[src/rtl/pts_pkg.sv]
`timescale 1ns / 1ps
// ----------------------------------------------------------------------------
// pts_pkg
// Shared types and constants for the tagged property header parser.
// ----------------------------------------------------------------------------
package pts_pkg;

    localparam int NAME_W  = 24;
    localparam int SIZE_W  = 32;
    localparam int ACC_W   = 32;
    localparam int SUM_W   = 34;
    localparam int KIND_W  = 2;
    localparam int PHASE_W = 4;

    localparam logic [PHASE_W-1:0] PH_DONE  = 4'd0;
    localparam logic [PHASE_W-1:0] PH_NAME  = 4'd1;
    localparam logic [PHASE_W-1:0] PH_NNUM  = 4'd2;
    localparam logic [PHASE_W-1:0] PH_INFO  = 4'd3;
    localparam logic [PHASE_W-1:0] PH_SNAME = 4'd4;
    localparam logic [PHASE_W-1:0] PH_SNUM  = 4'd5;
    localparam logic [PHASE_W-1:0] PH_SIZE  = 4'd6;
    localparam logic [PHASE_W-1:0] PH_ARRAY = 4'd7;
    localparam logic [PHASE_W-1:0] PH_SKIP  = 4'd8;

    localparam logic [KIND_W-1:0] KIND_PROP     = 2'd0;
    localparam logic [KIND_W-1:0] KIND_NONE     = 2'd1;
    localparam logic [KIND_W-1:0] KIND_BAD_NAME = 2'd2;
    localparam logic [KIND_W-1:0] KIND_EXHAUST  = 2'd3;

    localparam logic [3:0] TYPE_BOOL   = 4'd3;
    localparam logic [3:0] TYPE_STRUCT = 4'd10;

    localparam logic [2:0] CODE_SIZE1 = 3'd5;
    localparam logic [2:0] CODE_SIZE2 = 3'd6;

    localparam int MIN_REGION = 5;

    typedef struct packed {
        logic [KIND_W-1:0] kind;
        logic [NAME_W-1:0] name_index;
        logic [3:0]        tag_type;
        logic [SIZE_W-1:0] payload_size;
        logic [NAME_W-1:0] value_offset;
        logic [NAME_W-1:0] struct_name_index;
        logic              struct_name_valid;
        logic              array_flag;
        logic              last;
    } pts_rec_t;

    typedef struct packed {
        logic [1:0] count;
        pts_rec_t   rec0;
        pts_rec_t   rec1;
    } pts_push_t;

    typedef struct packed {
        logic             done;
        logic             neg;
        logic [ACC_W-1:0] acc;
    } ci_t;

    function automatic logic [SIZE_W-1:0] fixed_size(input logic [2:0] code);
        logic [SIZE_W-1:0] r;
        case (code)
            3'd0:    r = 32'd1;
            3'd1:    r = 32'd2;
            3'd2:    r = 32'd4;
            3'd3:    r = 32'd12;
            3'd4:    r = 32'd16;
            default: r = 32'd0;
        endcase
        return r;
    endfunction

endpackage

[src/rtl/pts_fifo.sv]
`timescale 1ns / 1ps
// ----------------------------------------------------------------------------
// pts_fifo
// Small result queue that takes up to two entries per cycle and gives one per cycle while out_ready is high.
// ----------------------------------------------------------------------------
module pts_fifo #(
    parameter int WIDTH = 8,
    parameter int DEPTH = 4
) (
    input  logic             aclk,
    input  logic             aresetn,
    input  logic [1:0]       push_count,
    input  logic [WIDTH-1:0] push_data0,
    input  logic [WIDTH-1:0] push_data1,
    output logic             space_ok,
    output logic             out_valid,
    output logic [WIDTH-1:0] out_data,
    input  logic             out_ready
);

    localparam int AW = $clog2(DEPTH);
    localparam int CW = $clog2(DEPTH + 1);

    logic [WIDTH-1:0] data_reg [DEPTH];
    logic [AW-1:0]    wr_ptr_reg, wr_ptr_next;
    logic [AW-1:0]    rd_ptr_reg, rd_ptr_next;
    logic [CW-1:0]    count_reg, count_next;
    logic [AW-1:0]    wr_ptr_plus1;
    logic             pop;

    assign out_valid    = (count_reg != '0);
    assign out_data     = data_reg[rd_ptr_reg];
    assign space_ok     = (count_reg <= CW'(DEPTH - 2));
    assign pop          = out_valid && out_ready;
    assign wr_ptr_plus1 = wr_ptr_reg + AW'(1);

    always_comb begin
        wr_ptr_next = wr_ptr_reg + AW'(push_count);
        rd_ptr_next = rd_ptr_reg + AW'(pop);
        count_next  = count_reg + CW'(push_count) - CW'(pop);
    end

    always_ff @(posedge aclk) begin
        if (!aresetn) begin
            wr_ptr_reg <= '0;
            rd_ptr_reg <= '0;
            count_reg  <= '0;
        end else begin
            wr_ptr_reg <= wr_ptr_next;
            rd_ptr_reg <= rd_ptr_next;
            count_reg  <= count_next;
        end
    end

    always_ff @(posedge aclk) begin
        if (push_count != 2'd0) begin
            data_reg[wr_ptr_reg] <= push_data0;
        end
        if (push_count == 2'd2) begin
            data_reg[wr_ptr_plus1] <= push_data1;
        end
    end

endmodule

[src/rtl/pts_parser.sv]
`timescale 1ns / 1ps
// ----------------------------------------------------------------------------
// pts_parser
// Byte-wide header walk state and the records produced by each byte.
// ----------------------------------------------------------------------------
module pts_parser #(
    parameter int POSITION_WIDTH = 24
) (
    input  logic                      aclk,
    input  logic                      aresetn,
    input  logic                      in_accept,
    input  logic [7:0]                data_byte,
    input  logic                      start_of_region,
    input  logic [pts_pkg::NAME_W-1:0] region_length,
    input  logic [pts_pkg::NAME_W-1:0] name_count,
    output pts_pkg::pts_push_t        push
);

    localparam int PW = POSITION_WIDTH;

    logic [pts_pkg::PHASE_W-1:0] phase_reg, phase_next;
    logic [PW-1:0]               pos_reg, pos_next;
    logic [PW-1:0]               len_reg, len_next;
    logic [2:0]                  bif_reg, bif_next;
    logic [pts_pkg::ACC_W-1:0]   acc_reg, acc_next;
    logic                        neg_reg, neg_next;
    logic [pts_pkg::NAME_W-1:0]  name_reg, name_next;
    logic [7:0]                  info_reg, info_next;
    logic [pts_pkg::NAME_W:0]    struct_reg, struct_next;
    logic [pts_pkg::SIZE_W-1:0]  size_reg, size_next;
    logic [pts_pkg::SIZE_W-1:0]  skip_reg, skip_next;

    logic [PW-1:0]              p;
    logic [PW:0]                p1;
    logic [PW-1:0]              len_sample;
    pts_pkg::ci_t               ci;
    logic                       size_done;
    logic                       emit_req;
    logic [1:0]                 extra;
    logic [2:0]                 need;
    logic [pts_pkg::SUM_W-1:0]  voff;
    logic [pts_pkg::SUM_W-1:0]  next5;
    logic                       rec_valid;
    logic                       fin;
    pts_pkg::pts_rec_t          rec;
    pts_pkg::pts_rec_t          fin_rec;
    logic                       struct_ok;

    function automatic pts_pkg::ci_t ci_take(input logic [2:0] i, input logic [7:0] b,
                                             input logic [pts_pkg::ACC_W-1:0] acc,
                                             input logic neg);
        pts_pkg::ci_t r;
        r.acc  = acc;
        r.neg  = neg;
        r.done = 1'b0;
        case (i)
            3'd0: begin
                r.neg  = b[7];
                r.acc  = {26'd0, b[5:0]};
                r.done = !b[6];
            end
            3'd1: begin
                r.acc  = acc | (32'(b[6:0]) << 6);
                r.done = !b[7];
            end
            3'd2: begin
                r.acc  = acc | (32'(b[6:0]) << 13);
                r.done = !b[7];
            end
            3'd3: begin
                r.acc  = acc | (32'(b[6:0]) << 20);
                r.done = !b[7];
            end
            default: begin
                r.acc  = acc | {b[4:0], 27'd0};
                r.done = 1'b1;
            end
        endcase
        return r;
    endfunction

    assign len_sample = PW'(region_length);

    always_comb begin
        phase_next  = phase_reg;
        pos_next    = pos_reg;
        len_next    = len_reg;
        bif_next    = bif_reg;
        acc_next    = acc_reg;
        neg_next    = neg_reg;
        name_next   = name_reg;
        info_next   = info_reg;
        struct_next = struct_reg;
        size_next   = size_reg;
        skip_next   = skip_reg;
        p           = '0;
        p1          = '0;
        ci          = '0;
        size_done   = 1'b0;
        emit_req    = 1'b0;
        extra       = 2'd0;
        need        = 3'd4;
        voff        = '0;
        next5       = '0;
        rec_valid   = 1'b0;
        fin         = 1'b0;
        rec         = '0;
        struct_ok   = 1'b0;

        if (in_accept) begin
            if (start_of_region) begin
                phase_next  = pts_pkg::PH_NAME;
                pos_next    = '0;
                len_next    = len_sample;
                bif_next    = '0;
                acc_next    = '0;
                neg_next    = 1'b0;
                name_next   = '0;
                info_next   = '0;
                struct_next = '0;
                size_next   = '0;
                skip_next   = '0;
            end
            if (start_of_region && (len_sample <= PW'(pts_pkg::MIN_REGION))) begin
                fin        = 1'b1;
                phase_next = pts_pkg::PH_DONE;
            end else if (phase_next != pts_pkg::PH_DONE) begin
                p        = pos_next;
                p1       = {1'b0, p} + (PW + 1)'(1);
                pos_next = p + PW'(1);

                case (phase_next)
                    pts_pkg::PH_NAME: begin
                        ci       = ci_take(bif_next, data_byte, acc_next, neg_next);
                        acc_next = ci.acc;
                        neg_next = ci.neg;
                        bif_next = bif_next + 3'd1;
                        if (ci.done) begin
                            if (ci.acc == '0) begin
                                rec_valid  = 1'b1;
                                rec.kind   = pts_pkg::KIND_NONE;
                                phase_next = pts_pkg::PH_DONE;
                            end else if (ci.neg ||
                                         (ci.acc >= {8'd0, name_count})) begin
                                rec_valid  = 1'b1;
                                rec.kind   = pts_pkg::KIND_BAD_NAME;
                                phase_next = pts_pkg::PH_DONE;
                            end else begin
                                name_next   = ci.acc[pts_pkg::NAME_W-1:0];
                                struct_next = '0;
                                bif_next    = '0;
                                phase_next  = pts_pkg::PH_NNUM;
                            end
                        end
                    end
                    pts_pkg::PH_NNUM, pts_pkg::PH_SNUM: begin
                        bif_next = bif_next + 3'd1;
                        if (bif_next >= 3'd4) begin
                            bif_next = '0;
                            if (phase_next == pts_pkg::PH_NNUM) begin
                                phase_next = pts_pkg::PH_INFO;
                            end else begin
                                size_done = 1'b1;
                            end
                        end
                    end
                    pts_pkg::PH_INFO: begin
                        info_next = data_byte;
                        bif_next  = '0;
                        if (data_byte[3:0] == pts_pkg::TYPE_STRUCT) begin
                            phase_next = pts_pkg::PH_SNAME;
                        end else begin
                            size_done = 1'b1;
                        end
                    end
                    pts_pkg::PH_SNAME: begin
                        ci       = ci_take(bif_next, data_byte, acc_next, neg_next);
                        acc_next = ci.acc;
                        neg_next = ci.neg;
                        bif_next = bif_next + 3'd1;
                        if (ci.done) begin
                            struct_ok   = ci.neg ? (ci.acc == '0)
                                                 : (ci.acc < {8'd0, name_count});
                            struct_next = struct_ok ?
                                {1'b1, ci.acc[pts_pkg::NAME_W-1:0]} : '0;
                            bif_next    = '0;
                            phase_next  = pts_pkg::PH_SNUM;
                        end
                    end
                    pts_pkg::PH_SIZE: begin
                        if (info_next[6:4] == pts_pkg::CODE_SIZE1) begin
                            need = 3'd1;
                        end else if (info_next[6:4] == pts_pkg::CODE_SIZE2) begin
                            need = 3'd2;
                        end else begin
                            need = 3'd4;
                        end
                        size_next = size_next | (32'(data_byte) << {bif_next[1:0], 3'b000});
                        bif_next  = bif_next + 3'd1;
                        if (bif_next >= need) begin
                            bif_next = '0;
                            phase_next = pts_pkg::PH_SKIP;
                            size_done = 1'b1;
                        end
                    end
                    pts_pkg::PH_ARRAY: begin
                        if (data_byte[7:6] == 2'b10) begin
                            extra = 2'd1;
                        end else if (data_byte[7:6] == 2'b11) begin
                            extra = 2'd3;
                        end else begin
                            extra = 2'd0;
                        end
                        emit_req = 1'b1;
                    end
                    pts_pkg::PH_SKIP: begin
                        if (skip_next != '0) begin
                            skip_next = skip_next - 32'd1;
                        end
                        if (skip_next == '0) begin
                            bif_next   = '0;
                            phase_next = pts_pkg::PH_NAME;
                        end
                    end
                    default: begin
                        phase_next = pts_pkg::PH_DONE;
                    end
                endcase

                // start of payload size, taken from the code or from bytes
                if (size_done && (phase_next != pts_pkg::PH_SKIP)) begin
                    bif_next = '0;
                    if (info_next[6:4] < pts_pkg::CODE_SIZE1) begin
                        size_next = pts_pkg::fixed_size(info_next[6:4]);
                    end else begin
                        size_next  = '0;
                        phase_next = pts_pkg::PH_SIZE;
                        size_done  = 1'b0;
                    end
                end

                if (size_done) begin
                    if ((info_next[3:0] != pts_pkg::TYPE_BOOL) && info_next[7]) begin
                        phase_next = pts_pkg::PH_ARRAY;
                    end else begin
                        emit_req = 1'b1;
                    end
                end

                if (emit_req) begin
                    voff                  = pts_pkg::SUM_W'(p1) + pts_pkg::SUM_W'(extra);
                    next5                 = voff + pts_pkg::SUM_W'(size_next)
                                            + pts_pkg::SUM_W'(pts_pkg::MIN_REGION);
                    rec_valid             = 1'b1;
                    rec.kind              = pts_pkg::KIND_PROP;
                    rec.name_index        = name_next;
                    rec.tag_type          = info_next[3:0];
                    rec.payload_size      = size_next;
                    rec.value_offset      = voff[pts_pkg::NAME_W-1:0];
                    rec.struct_name_index = struct_next[pts_pkg::NAME_W-1:0];
                    rec.struct_name_valid = struct_next[pts_pkg::NAME_W];
                    rec.array_flag        = info_next[7];
                    if (next5 >= pts_pkg::SUM_W'(len_next)) begin
                        fin        = 1'b1;
                        phase_next = pts_pkg::PH_DONE;
                    end else begin
                        skip_next  = size_next + pts_pkg::SIZE_W'(extra);
                        bif_next   = '0;
                        phase_next = (skip_next != '0) ? pts_pkg::PH_SKIP
                                                       : pts_pkg::PH_NAME;
                    end
                end

                // header needs a byte past the region end
                if ((phase_next != pts_pkg::PH_DONE) && (phase_next != pts_pkg::PH_SKIP)
                    && (p1 >= {1'b0, len_next})) begin
                    fin        = 1'b1;
                    phase_next = pts_pkg::PH_DONE;
                end
            end
        end
    end

    always_comb begin
        fin_rec      = '0;
        fin_rec.kind = pts_pkg::KIND_EXHAUST;
        fin_rec.last = 1'b1;
        push         = '0;
        push.count   = {1'b0, rec_valid} + {1'b0, fin};
        if (rec_valid) begin
            push.rec0      = rec;
            push.rec0.last = !fin;
            push.rec1      = fin_rec;
        end else begin
            push.rec0 = fin_rec;
            push.rec1 = fin_rec;
        end
    end

    always_ff @(posedge aclk) begin
        if (!aresetn) begin
            phase_reg  <= pts_pkg::PH_DONE;
            pos_reg    <= '0;
            len_reg    <= '0;
            bif_reg    <= '0;
            acc_reg    <= '0;
            neg_reg    <= 1'b0;
            name_reg   <= '0;
            info_reg   <= '0;
            struct_reg <= '0;
            size_reg   <= '0;
            skip_reg   <= '0;
        end else begin
            phase_reg  <= phase_next;
            pos_reg    <= pos_next;
            len_reg    <= len_next;
            bif_reg    <= bif_next;
            acc_reg    <= acc_next;
            neg_reg    <= neg_next;
            name_reg   <= name_next;
            info_reg   <= info_next;
            struct_reg <= struct_next;
            size_reg   <= size_next;
            skip_reg   <= skip_next;
        end
    end

endmodule

[src/rtl/property_tag_stream_parser_core.sv]
`timescale 1ns / 1ps
// ----------------------------------------------------------------------------
// property_tag_stream_parser_core
// Walks tagged property headers of a serialized object region byte by byte.
// ----------------------------------------------------------------------------
// The block takes one region byte per beat and one beat per cycle while s_tready
// is high; each byte updates the header walk state and gives zero, one or two
// records (property, None terminator, bad name, region exhausted), which wait
// in a four-entry result queue. s_tready drops only while that queue holds
// more than two records, so input flows at one byte a cycle as long as the
// result side keeps up. A beat with s_tuser set starts a new region and
// samples its length; bytes outside a walk give no record. name_count is
// written through the cfg channel, which is always ready.
module property_tag_stream_parser_core #(
    parameter int POSITION_WIDTH = 24
) (
    input  logic          aclk,
    input  logic          aresetn,
    input  logic          s_tvalid,
    output logic          s_tready,
    input  logic [31:0]   s_tdata,   // data_byte, region_length
    input  logic          s_tuser,   // start_of_region
    output logic          m_tvalid,
    input  logic          m_tready,
    output logic [111:0]  m_tdata,   // name_index, tag_type, payload_size, value_offset,
                                     // struct_name_index, struct_name_valid, array_flag
    output logic [1:0]    m_tuser,   // record_kind
    output logic          m_tlast,
    input  logic          cfg_valid,
    output logic          cfg_ready,
    input  logic [23:0]   cfg_data
);

    localparam int REC_W = $bits(pts_pkg::pts_rec_t);

    logic [pts_pkg::NAME_W-1:0] name_count_reg;
    logic                       in_accept;
    logic                       space_ok;
    pts_pkg::pts_push_t         push;
    pts_pkg::pts_rec_t          head;
    logic [REC_W-1:0]           head_bits;

    assign cfg_ready = 1'b1;
    assign s_tready  = space_ok;
    assign in_accept = s_tvalid && s_tready;

    always_ff @(posedge aclk) begin
        if (!aresetn) begin
            name_count_reg <= '0;
        end else if (cfg_valid && cfg_ready) begin
            name_count_reg <= cfg_data;
        end
    end

    pts_parser #(
        .POSITION_WIDTH (POSITION_WIDTH)
    ) u_parser (
        .aclk            (aclk),
        .aresetn         (aresetn),
        .in_accept       (in_accept),
        .data_byte       (s_tdata[7:0]),
        .start_of_region (s_tuser),
        .region_length   (s_tdata[31:8]),
        .name_count      (name_count_reg),
        .push            (push)
    );

    pts_fifo #(
        .WIDTH (REC_W),
        .DEPTH (4)
    ) u_fifo (
        .aclk       (aclk),
        .aresetn    (aresetn),
        .push_count (push.count),
        .push_data0 (push.rec0),
        .push_data1 (push.rec1),
        .space_ok   (space_ok),
        .out_valid  (m_tvalid),
        .out_data   (head_bits),
        .out_ready  (m_tready)
    );

    assign head    = pts_pkg::pts_rec_t'(head_bits);
    assign m_tuser = head.kind;
    assign m_tlast = head.last;
    assign m_tdata = {2'b00, head.array_flag, head.struct_name_valid,
                      head.struct_name_index, head.value_offset,
                      head.payload_size, head.tag_type, head.name_index};

endmodule

[config.mk]
export PLATFORM = sky130hd
export DESIGN_NAME = property_tag_stream_parser_core
export DESIGN_NICKNAME = d
export VERILOG_FILES = /design/src/rtl/pts_pkg.sv /design/src/rtl/pts_fifo.sv /design/src/rtl/pts_parser.sv /design/src/rtl/property_tag_stream_parser_core.sv
export SDC_FILE = /design/constraint.sdc
export NUM_CORES = 2
export LEC_CHECK = 0
export ABC_AREA = 1
export BUFFER_PORTS_ARGS = -buffer_cell sky130_fd_sc_hd__buf_2
export CORE_MARGIN = 10
export CORE_UTILIZATION = 44
export DETAILED_ROUTE_END_ITERATION = 10
export REMOVE_ABC_BUFFERS = 1
export SLEW_MARGIN = 15
export SYNTH_ARGS = -nofsm -noshare
export SYNTH_HDL_FRONTEND = slang
export SYNTH_SLANG_ARGS = --single-unit
[constraint.sdc]
create_clock -name aclk -period 24.6 [get_ports aclk]
set_input_delay 1.23 -clock aclk [delete_from_list [all_inputs] [get_ports aclk]]
set_output_delay 1.23 -clock aclk [all_outputs]
set_load 0.02 [all_outputs]
==> summary.md <==
| Metric | Value |
|---|---|
| CTS clk-pin slew, worst paths | `60 ps` |
| Share of layout cells above drive strength 1 | `9.796%` |
| Total vias in the final route | `39206` |
| Number of synthesized register bits | `692` |
| Syn Area/Cell | `6.819 µm²` |
| FF/Latch Area | `13860 µm²` |
| Commonest non-fill, non-tap cell in the layout | `nand2_1` |
| Register area share after synthesis | `35.52%` |
| Final Hold Viols | `0` |
| CP max-delay cell | `buf_4` |
| Final Hold Slack | `452.0 ps` |
| Die height | `317.7 µm` |
| P_leak | `0.01834 µW` |
| Syn Std Cell Area | `39000 µm²` |
| Crit share post-route | `49.51%` |
| Synth area leader | `dfxtp_1` |
| Crit path required time | `25170 ps` |
| Area of the multi-input gates | `22060 µm²` |
| Layout area overhead | `9.712%` |
| Core Util, Final | `48.56%` |
| Clock Sinks | `692` |
| Setup TNS | `0 ps` |
| YS warnings | `0` |
| Fillers | `9088` |
| H-tree Lvls | `3` |
| Hold/Removal Path Class | `flip-flop to flip-flop` |
| Pwr dens | `89.03 nW/µm²` |
| Drt first-iter violations | `4275` |
| CTS tree | `built` |
| Commonest non-fill, non-tap cells in the layout | `1198 x nand2_1, 763 x o21ai_0, 694 x a21oi_1` |
| WS Path Type | `input pin to flip-flop` |
| Global route total overflow | `0` |
| Unrepaired setup endpoints after global routing | `false` |
| Die W | `317.7 µm` |
| Antenna violations before repair | `6` |
| Routed length per instance | `20.18 µm` |
| Core ar. | `88100 µm²` |
| CP endpoint | `u_fifo.data_reg[3][45]$_SDFFE_PP0P_` |
| Initial core utilization | `44.26%` |
| Routability Congestion | `0.9675` |
| Asr flop ratio synth | `0%` |
| PortBufs | `176` |
| R2r worst-path depth | `49` |
| Crit Reg-Reg Endpoint | `u_fifo.data_reg[3][45]$_SDFFE_PP0P_` |
| Final nets | `5849` |
| Vias in the first global route | `35449` |
| CP arrival | `12750 ps` |
| R2R Path Start | `u_parser.phase_reg[1]$_SDFFE_PN0P_` |
| Max FFs per register | `452` |
| DRT antenna net count | `0` |
| Main area contributors after synthesis | `dfxtp_1 36%, nand2_1 12%, o21ai_0 9.8%` |
| Syn Inst Count | `5719` |
| Worst Setup End Kind | `flip-flop` |
| Total power | `3809 µW` |
| Clk buf depth | `3` |
| Main flop type after synthesis | `dfxtp_1` |
| Final Skew | `28.43 ps` |
| Outcome | `complete, no violations` |
| Slew @ Worst Pin | `1172 ps` |
| Final Max Tran Viols | `0` |
| Pin count of the biggest net entering global routing | `223` |
| Worst-path fanout max | `91` |
| DRC | `0` |
| 1st-pass router iterations | `6` |
| Overall routing resource usage | `25.92%` |
| Peak supply drop | `92.96 µV` |
| Achievable Freq | `0.08210 GHz` |
| First-pass GRT wire length | `212800 µm` |
| Max cap viols | `0` |
| Detailed Place HPWL | `91600 µm` |
| # resized after CTS | `0` |
| Setup Viol. Count Final | `0` |
| Cell Rows | `109` |
| Die footprint | `100900 µm²` |
| FF-to-FF setup slack | `14090 ps` |
| CTS Hold Buffers Added | `0` |
| Worst hold stages | `2` |
| Slew margin rel. | `21.89%` |
| Ports | `180` |
| Critical Path Start Type | `input pin` |
| Synth cell types | `72` |
| Post-Route WL | `138500 µm` |
| CP Launch Point | `s_tuser` |
| Top cell type's share of synthesized area | `35.52%` |
| Worst skew pair latency | `660 ps` |
| EDFF count, synth | `0` |
| Vias per cell | `5.713` |
| Root Driver | `clkbuf_16` |
| Max incr delay on CP | `810 ps` |
| Setup Buffers After CTS | `0` |
| Final min period | `12180 ps` |
| Total CTS buffers | `80` |
synthesized netlist by cell type, drive strengths merged, types with 6 or more instances:
cell,instances
xor2,67
o21ai,878
nand2,1236
clkbuf,306
nor2,572
o22ai,144
buf,78
nand3,227
nor4,8
o211ai,54
inv,388
a31oi,6
xnor2,20
nand4,80
mux2i,18
a21oi,697
a211oi,28
ha,143
dfxtp,692
nor3,26
logic make-up (layout without fill, tap and decap cells):
| family | count (synthesis) | count (layout) | share of synthesized area, % |
|---|---|---|---|
| adders and majority gates | 147 | 147 | 4.793 |
| xor gates and xnor gates | 87 | 87 | 2.041 |
| AOI/OAI and AO/OA | 1838 | 1838 | 25.21 |
| muxes | 18 | 18 | 0.4620 |
| DFF | 692 | 692 | 35.52 |
| and+or+nand+nor | 2159 | 2159 | 23.78 |
| buffers and inverters | 776 | 751 | 8.169 |
| other | 2 | 5 | 0.01926 |
metrics by stage:
stage | setup slack, ps | cells | area [µm²]
CTS | 12490 | 6861 | 42780
global placement | 11950 | 6723 | 40110
finish | 12420 | 6862 | 42780
global route | 11400 | 6861 | 42780
detailed placement | 11840 | 6723 | 40110
floorplan | 1848 | 5337 | 37300
per-layer routing:
layer | GRT usage, % | part of all wire, %
met2 | 38.87 | 43
met4 | 6.774 | 2.1
met5 | 0 | 0.039
met1 | 38.07 | 47
met3 | 3.903 | 7.6
area by class of cell:
| cell class | instances | share of cell area, % |
|---|---|---|
| multi-input combinational | 4253 | 51.55 |
| sequential | 692 | 32.40 |
| clock buffer | 120 | 5.621 |
| inverter | 392 | 3.506 |
| tap | 1165 | 3.407 |
| timing repair buffer | 221 | 2.883 |
| clock inverter | 18 | 0.6287 |
| antenna | 1 | 0.005849 |
critical path: cells and delay by family:
kind                       cells  cell delay, ps
xor gates and xnor gates       2             670
and+or+nand+nor               32            4610
buffers and inverters          8            3390
adders and majority gates      5            1790
AOI/OAI and AO/OA              5             930
how the worst min path moves through the flow:
stage	from	slack, ps	end
2_1_floorplan	u_fifo.data_reg[1][1]$_SDFFE_PP0P_	420	u_fifo.data_reg[1][1]$_SDFFE_PP0P_
3_5_place_dp	u_fifo.data_reg[1][45]$_SDFFE_PP0P_	440	u_fifo.data_reg[1][45]$_SDFFE_PP0P_
5_1_grt	u_fifo.data_reg[1][48]$_SDFFE_PP0P_	470	u_fifo.data_reg[1][48]$_SDFFE_PP0P_
6_report	u_fifo.data_reg[1][81]$_SDFFE_PP0P_	450	u_fifo.data_reg[1][81]$_SDFFE_PP0P_
3_3_place_gp	u_fifo.data_reg[1][68]$_SDFFE_PP0P_	430	u_fifo.data_reg[1][68]$_SDFFE_PP0P_
4_1_cts	u_fifo.data_reg[1][45]$_SDFFE_PP0P_	450	u_fifo.data_reg[1][45]$_SDFFE_PP0P_
report_power, final:
group	switching [µW]	total, µW	internal, µW
Sequential	76.2	1330	1250
Combinational	878	1250	375
Clock	493	1230	735
No activity file was read; power rests on OpenSTA's default activity.
